[config.mk]
export PLATFORM = sky130hd
export DESIGN_NAME = mtd_iter
export DESIGN_NICKNAME = d
export VERILOG_FILES = /design/src/rtl/mtd_pkg.sv /design/src/rtl/mtd_iter.sv
export SDC_FILE = /design/constraint.sdc
export NUM_CORES = 2
export LEC_CHECK = 0
export ABC_AREA = 1
export BUFFER_PORTS_ARGS = -buffer_cell sky130_fd_sc_hd__buf_4
export CAP_MARGIN = 20
export CELL_PAD_IN_SITES_DETAIL_PLACEMENT = 1
export CELL_PAD_IN_SITES_GLOBAL_PLACEMENT = 2
export CORE_ASPECT_RATIO = 0.7
export CORE_MARGIN = 2
export CORE_UTILIZATION = 36
export DETAILED_ROUTE_END_ITERATION = 8
export GPL_TIMING_DRIVEN = 0
export PLACE_DENSITY_LB_ADDON = 0.1
export REMOVE_ABC_BUFFERS = 1
export SYNTH_ARGS = -nofsm -noshare
export SYNTH_HDL_FRONTEND = slang
export SYNTH_SLANG_ARGS = --single-unit
[constraint.sdc]
create_clock -name clk -period 9.65 [get_ports clk]
set_clock_uncertainty 0.2 [all_clocks]
set_input_delay 1.4475 -clock clk [delete_from_list [all_inputs] [get_ports clk]]
set_output_delay 1.4475 -clock clk [all_outputs]
set_load 0.005 [all_outputs]
[src/rtl/mtd_pkg.sv]
// Shared types, constants and the arctangent table for the transform decompose block.
// No dependencies.
package mtd_pkg;

  localparam int WORD_W   = 32;
  localparam int FRAC_W   = 16;
  localparam int ANG_W    = 30;
  localparam int STEPS    = 30;
  localparam int ROT_W    = 19;
  localparam int NORM_W   = 18;
  localparam int NUM_W    = WORD_W + FRAC_W;
  localparam int XY_W     = 36;
  localparam int Z_W      = 35;
  localparam int TOL_W    = 16;
  localparam logic [TOL_W-1:0] TOL_RESET = 16'd1;

  localparam logic signed [Z_W-1:0] PI_Q30      = 35'sd3373259426;
  localparam logic signed [Z_W-1:0] HALF_PI_Q30 = 35'sd1686629713;

  // shared unit operations
  typedef enum logic [1:0] {
    OP_SQRT = 2'd0,
    OP_DIV  = 2'd1,
    OP_ATAN = 2'd2
  } op_t;

  typedef struct packed {
    logic                     go;
    op_t                      op;
    logic [63:0]              rad;
    logic [NUM_W-1:0]         num;
    logic [WORD_W-1:0]        den;
    logic signed [NORM_W-1:0] cy;
    logic signed [NORM_W-1:0] cx;
  } iter_req_t;

  typedef struct packed {
    logic                    done;
    logic [WORD_W-1:0]       res;
    logic signed [ROT_W-1:0] ang;
  } iter_rsp_t;

  // atan(2^-i) in Q30
  function automatic logic signed [Z_W-1:0] atan_q30(input logic [4:0] i);
    logic [31:0] v;
    unique case (i)
      5'd0:  v = 32'h3243F6A8;  5'd1:  v = 32'h1DAC6705;  5'd2:  v = 32'h0FADBAFC;
      5'd3:  v = 32'h07F56EA6;  5'd4:  v = 32'h03FEAB76;  5'd5:  v = 32'h01FFD55B;
      5'd6:  v = 32'h00FFFAAA;  5'd7:  v = 32'h007FFF55;  5'd8:  v = 32'h003FFFEA;
      5'd9:  v = 32'h001FFFFD;  5'd10: v = 32'h000FFFFF;  5'd11: v = 32'h0007FFFF;
      5'd12: v = 32'h0003FFFF;  5'd13: v = 32'h0001FFFF;  5'd14: v = 32'h0000FFFF;
      5'd15: v = 32'h00007FFF;  5'd16: v = 32'h00003FFF;  5'd17: v = 32'h00001FFF;
      5'd18: v = 32'h00000FFF;  5'd19: v = 32'h000007FF;  5'd20: v = 32'h000003FF;
      5'd21: v = 32'h000001FF;  5'd22: v = 32'h000000FF;  5'd23: v = 32'h0000007F;
      5'd24: v = 32'h0000003F;  5'd25: v = 32'h0000001F;  5'd26: v = 32'h0000000F;
      5'd27: v = 32'h00000008;  5'd28: v = 32'h00000004;  5'd29: v = 32'h00000002;
      default: v = 32'h0;
    endcase
    return Z_W'(signed'({1'b0, v}));
  endfunction

endpackage

[src/rtl/mtd_iter.sv]
// Shared iterative unit: bitwise square root, restoring division, CORDIC arctangent.
// Depends on mtd_pkg.
module mtd_iter import mtd_pkg::*; (
  input  logic      clk,
  input  logic      rst,
  input  iter_req_t req,
  output iter_rsp_t rsp
);

  logic                    running;
  op_t                     op_r;
  logic [5:0]              cnt;
  logic [63:0]             v, r, bitm;
  logic [WORD_W-1:0]       rem, den_r;
  logic [NUM_W-1:0]        nq, qt;
  logic signed [XY_W-1:0]  x, y;
  logic signed [Z_W-1:0]   z;
  logic                    zero_ang;
  logic                    done;

  logic [64:0]             sq_t;
  logic                    sq_ge;
  logic [WORD_W:0]         remsh;
  logic                    d_ge;
  logic signed [XY_W-1:0]  xs, ys, dx, dy;
  logic signed [Z_W-1:0]   zc, zr;
  logic [5:0]              last;

  // one step of each operation
  assign sq_t  = {1'b0, r} + {1'b0, bitm};
  assign sq_ge = {1'b0, v} >= sq_t;
  assign remsh = {rem, nq[NUM_W-1]};
  assign d_ge  = remsh >= {1'b0, den_r};
  assign xs    = {{(XY_W-NORM_W-ANG_W+FRAC_W){req.cx[NORM_W-1]}}, req.cx,
                  {(ANG_W-FRAC_W){1'b0}}};
  assign ys    = {{(XY_W-NORM_W-ANG_W+FRAC_W){req.cy[NORM_W-1]}}, req.cy,
                  {(ANG_W-FRAC_W){1'b0}}};
  assign dx    = y >>> cnt[4:0];
  assign dy    = x >>> cnt[4:0];

  always_comb begin
    unique case (op_r)
      OP_SQRT: last = 6'd31;
      OP_DIV:  last = 6'(NUM_W - 1);
      default: last = 6'(STEPS - 1);
    endcase
  end

  // clamp to +-pi, round half up to signed Q3.16
  always_comb begin
    zc = z;
    if (z > PI_Q30) zc = PI_Q30;
    if (z < -PI_Q30) zc = -PI_Q30;
    zr = zc + Z_W'(1 << (ANG_W - FRAC_W - 1));
  end

  always_ff @(posedge clk) begin
    if (rst) begin
      running <= 1'b0;
      done    <= 1'b0;
    end else begin
      done <= 1'b0;
      if (req.go) begin
        op_r     <= req.op;
        cnt      <= '0;
        zero_ang <= 1'b0;
        running  <= 1'b1;
        unique case (req.op)
          OP_SQRT: begin
            v    <= req.rad;
            r    <= '0;
            bitm <= 64'h4000_0000_0000_0000;
          end
          OP_DIV: begin
            rem   <= '0;
            nq    <= req.num;
            qt    <= '0;
            den_r <= req.den;
          end
          default: begin
            z <= '0;
            if (req.cx == '0 && req.cy == '0) begin
              zero_ang <= 1'b1;
              running  <= 1'b0;
              done     <= 1'b1;
            end else if (xs < 0) begin
              if (ys >= 0) begin
                x <= ys; y <= -xs; z <= HALF_PI_Q30;
              end else begin
                x <= -ys; y <= xs; z <= -HALF_PI_Q30;
              end
            end else begin
              x <= xs; y <= ys;
            end
          end
        endcase
      end else if (running) begin
        unique case (op_r)
          OP_SQRT: begin
            if (sq_ge) begin
              v <= v - sq_t[63:0];
              r <= (r >> 1) + bitm;
            end else begin
              r <= r >> 1;
            end
            bitm <= bitm >> 2;
          end
          OP_DIV: begin
            nq <= nq << 1;
            if (d_ge) begin
              rem <= WORD_W'(remsh - {1'b0, den_r});
              qt  <= {qt[NUM_W-2:0], 1'b1};
            end else begin
              rem <= remsh[WORD_W-1:0];
              qt  <= {qt[NUM_W-2:0], 1'b0};
            end
          end
          default: begin
            if (y >= 0) begin
              x <= x + dx; y <= y - dy; z <= z + atan_q30(cnt[4:0]);
            end else begin
              x <= x - dx; y <= y + dy; z <= z - atan_q30(cnt[4:0]);
            end
          end
        endcase
        cnt <= cnt + 6'd1;
        if (cnt == last) begin
          running <= 1'b0;
          done    <= 1'b1;
        end
      end
    end
  end

  assign rsp.done = done;
  assign rsp.res  = (op_r == OP_SQRT) ? r[WORD_W-1:0] : qt[WORD_W-1:0];
  assign rsp.ang  = zero_ang ? '0 : zr[ANG_W-FRAC_W+ROT_W-1:ANG_W-FRAC_W];

endmodule

# Yosys cells after proc, flatten, opt, wreduce, memory -nomap -nowiden
# Memory sizes are Yosys's and may differ from the RTL's. A register that Yosys moved wholly into a read port is not among the register bits.
# Cells that the tools add are included.
# Widths: inputs -> output; s select.
word_totals:
  romBits: 1920
  in_bits: 185
  memories: 2
  reg_bits: 454
  word_cells: 150
  out_inout_bits: 52
classes:
  shift: 2
  n_addsub: 14
  bitwise_logic: 1
  n_eq_ne: 8
  mux: 82
  magnitude_cmp: 7
  n_reduce_logical: 19
mem_list:
  columns: ["memory", "depth", "width", "rd", "rd_ports_with_merged_regs", "wr", "line", "source"]
  rows:
  - ["(no name shown)", 32, 30, 1, 1, 0, "mtd_pkg.sv:46", "unique case (i)"]
  - ["(no name shown)", 32, 30, 1, 1, 0, "mtd_pkg.sv:46", null]
ops:
  columns: ["cell", "n"]
  rows:
  - ["$mux 64", 14]
  - ["$mux 32", 20]
  - ["$mux 36", 16]
  - ["$mux 35", 8]
  - ["$mux 48", 4]
  - ["$add 36x36->36", 2]
  - ["$neg 32->36", 2]
  - ["$sshr 36x5->36", 2]
  - ["$sub 36x36->36", 2]
  - ["$mux 33", 2]
  - ["$add 64x64->65", 1]
  - ["$ge 64x65->1", 1]
  - ["$add 63x64->64", 1]
  - ["$sub 64x64->64", 1]
  - ["$ge 36x1->1 const B", 1]
  - ["$logic_not 18->1", 2]
  - ["$add 35x33->35", 1]
  - ["$gt 35x33->1 const B", 1]
  - ["$lt 35x33->1 const B", 1]
  - ["$sub 35x33->35", 1]
  - ["$add 33x15->33 const B", 1]
  - ["$ge 33x32->1", 1]
  - ["$ge 32x1->1 const B", 1]
  - ["$lt 32x1->1 const B", 1]
  - ["20 further kinds", 46]

# Longest topological paths before layout
logic_depth:
  depth_word: 11
  depth_mapped: 37
  depth_no_buf: 35

# Least setup slack after synthesis
# OpenSTA, ideal clock, no wires.
synth_path:
  path_kind: "input to register"
  from: "in req[182] (netlist name)"
  to: "reg v[0] (enable)"
  path_slack_ns: 0.874
  required_time_ns: 9.032
  arrival_ns: 8.158
  path_stages: 6
  n_path_buf: 2
  setup_time_ns: 0.418
  path_cell_list: "clkbuf_1 > clkbuf_1 > o21ai_0 > nor2_1 > o21ai_0 > inv_1"
synth_between:
  elab_chain_cells: 2
  elab_cells_between_ends: 5
synth_lines:
  columns: ["element", "line", "source"]
  rows:
  - ["start: declaration", "mtd_iter.sv:6", "input iter_req_t req,"]
  - ["$ne 2x1->1 (no source line) / $reduce_bool 2->1 (equally long branches)", null, null]
  - ["$reduce_and 5->1 (no source line) *", null, null]
  - ["end signal: assignment", "mtd_iter.sv:70", "v <= req.rad;"]
  - ["end signal: assignment", "mtd_iter.sv:101", "v <= v - sq_t[63:0];"]
  - ["end: declaration", "mtd_iter.sv:13", "logic [63:0] v, r, bitm;"]
# Every way passes the cells marked *; elsewhere a longest branch is shown, timed or not.
# A chain may end at the register's enable or synchronous reset.

# Worst setup path in the final report
layout_path:
  from: "reg r[18]"
  to: "reg v[53] (enable)"
layout_between:
  elab_chain_cells: 4
layout_lines:
  columns: ["element", "line", "source"]
  rows:
  - ["start: declaration", "mtd_iter.sv:13", null]
  - ["start signal: assignment", "mtd_iter.sv:102", "r <= (r >> 1) + bitm;"]
  - ["start signal: assignment", "mtd_iter.sv:104", "r <= r >> 1;"]
  - ["$add 64x64->65", "mtd_iter.sv:30", "assign sq_t = {1'b0, r} + {1'b0, bitm};"]
  - ["$ge 64x65->1", "mtd_iter.sv:31", "assign sq_ge = {1'b0, v} >= sq_t;"]
  - ["$reduce_bool 2->1 (no source line)", null, null]
  - ["$reduce_and 5->1 (no source line)", null, null]
# No other way between the ends.

==> results.ini <==
[worst_setup_path]
cp_slowest_stage_delay_ns=0.88
cp.required_ns=9.80
critical_path_arrival_ns=8.22
critPathSlowestCell=nand2_4
startpoint_type=register
critPathCaptureType=register
path_max_fanout=57
path_class=register to register
crit_path_frequent_cell=o21ai_0

[logic_synthesis]
ys.flop_type=edfxtp_1
syn_area_um2=46100
synthArstFlopShare_pct=0
ys_seq_area_share_pct=28.8
synth_edf_count=420
avgSynthCellArea_um2=6.57
synthDistinctLibCells=66
synthCells=7015
synth_warnings=0
ys_seq_elements=452

[sta]
relSlewSlack_pct=26.1
fin_crit_ns=8.08
worst_slew_pin_slew_ns=1.11
setup_ws_ns=1.57
final-hold-violation-count=0
setup_viol=0
finalCritPeriodShare_pct=83.7
max_freq_mhz=124
slew_viol_final=0
rsz0062_at_grt=false

[routing]
antenna_left=0
via_per_inst=5.49
drc=0
vias=48600
avgRoutedWirePerCell_um=21.5
drt_iter0_drc=4174
first_pass_iters=5
routed_wl_um=190000

[grt]
grt_overflow=0
grt_pass1_wl_um=289000
grt_max_degree=133
antenna_found_initial=5
grt_usage_pct=28.4
grt_pass1_vias=47600

[clocking]
path_clk_slew_ns=0.06
cts_root_buffer=clkbuf_16
clk_path_buf_depth=3
cts.sinks=452
hold_buffers=0
cts_setup_buffers=0
clkLatencyLatePin_ns=0.72
cts_resized=0
cts_tree=built
numCtsBuffers=55
htree_levels=2

[floorplanning]
core-area_um2=127000
ios=237
start_util_pct=36.4
rows=109
die_h_um=303
dieWidth_um=432
dieArea_um2=131000

[power]
irDropWorstVdd_uv=144
clkPwrFrac_pct=25.5
p_per_area_nw_per_um2=175
finalPower_uw=9080
power_switching_uw=4070
comb_power_share_pct=45.9
internal_power_uw=5010
p_seq_share_pct=28.7
switching_share_pct=44.9
leakage_uw=0.0231

[worst_hold_path]
worstHoldPathType=register to register

[final_layout]
num-nets-final=7613
drive_above_1_share_pct=7.46
area_growth_pct=12.8
layout_commonest_cell=nand2_1
mostFrequentLayoutCells=nand2_1 (1955), inv_1 (785), nor2_1 (713)

[placed_design]
globalplace.congestion=0.932
io_buffers=236
hpwlAfterDp_um=154000
place_ws_ns=1.80

[run]
max_cap_viol_count=0

[status]
status=finished, final reports clean

-- path summary, 6_finish.rpt --
check,cells after the start,startpoint,slack [ns],end
min,2,nq[35],0.31,nq[36]
max,25,r[18],1.57,v[53]
min reg2reg,2,nq[35],0.31,nq[36]
max reg2reg,25,r[18],1.57,v[53]
-- state kept, by name, summed over array words and instances, names as in the netlist, named ones only --
name      count
bitm         32
cnt           6
den_r        32
done          1
nq           48
op_r          2
qt           32
r            64
rem          32
running       1
v            64
x            36
y            36
z            35
zero_ang      1
-- area by class of cell --
class	count	area, um^2
fill	16400	74700
clock inverter	32	387
clock buffer	71	1550
sequential	452	13300
tap	1665	2080
timing repair buffer	280	2800
multi-input combinational	5543	28900
inverter	810	3060
antenna	1	2.50
-- power by group through the flow --
stage / sequential [uW] / clock, uW / combinational [uW]
after global routing: 2620 / 2420 / 4640
final: 2600 / 2310 / 4160
after CTS: 2600 / 2360 / 4100
after detailed placement: 2640 / 0 / 4080
after floorplan: 2560 / 0 / 2720
after global placement: 2690 / 0 / 3910
-- logic make-up after synthesis --
family                   share of synthesized area, %
XOR/XNOR                                         5.15
multiplexers                                   0.0244
buffers and inverters                            8.73
adder cells (fa/ha/maj)                          7.85
AO/OA/AOI/OAI                                    16.0
AND/OR/NAND/NOR                                  33.5
flip-flops                                       28.8
-- per-layer routing --
metal,global-route usage [%],part of all wire [%],vias up
met2,40.8,40,1095
met3,4.73,6.3,157
met5,0,0.011,-
met4,5.20,1.8,4
met1,44.3,52,23600
li1,-,-,23800
-- per-stage QoR --
step / setup TNS [ns] / util [%] / hold slack, ns / area [um^2] / std cells
floorplan: 0 / - / 0.287 / 45100 / 6805
global placement: -3168.93 / 38.6 / 0.294 / 49000 / 8706
detailed placement: 0 / 39.5 / 0.301 / 50000 / 8748
CTS: 0 / 41.0 / 0.317 / 52000 / 8851
global route: 0 / 41.0 / 0.334 / 52000 / 8853
finish: 0 / 41.0 / 0.315 / 52000 / 8854
-- synth_stat cells, types with 8 or more instances --
cell	instances	area [um^2]
nand2_1	1956	7340
inv_1	787	2950
nor2_1	717	2690
nand3_1	675	3380
o21ai_0	508	2540
a21oi_1	468	2340
edfxtp_1	420	12600
ha_1	281	3520
xor2_1	163	1430
xnor2_1	108	946
clkbuf_1	107	402
nor3_1	97	485
a31oi_1	81	507
nand4_1	61	382
buf_2	58	290
or2_2	41	257
o21ai_1	35	175
a21o_1	33	248
dfxtp_1	32	641
nor4_1	32	200
nand2_2	29	181
o211ai_1	29	218
o21bai_1	27	203
buf_1	25	93.8
inv_2	20	75.1
o21a_1	18	135
o221ai_1	17	149
o31ai_1	17	128
nor2_2	16	100
nand3_2	15	150
o21ai_2	15	131
a211oi_1	13	97.6
buf_6	12	135
a221oi_1	11	96.3
nand3b_1	11	82.6
a21boi_0	10	75.1
buf_4	8	60.1
-- worst max-delay path: cells and delay by family (launching register included) --
family | cells | cell delay [ns]
buffers and inverters | 3 | 0.60
and+or+nand+nor | 8 | 2.64
DFF | 1 | 0.57
AOI/OAI and AO/OA | 11 | 2.41
adders and majority gates | 2 | 0.92
xor gates and xnor gates | 1 | 0.21
(Power assumes the default switching activity.)
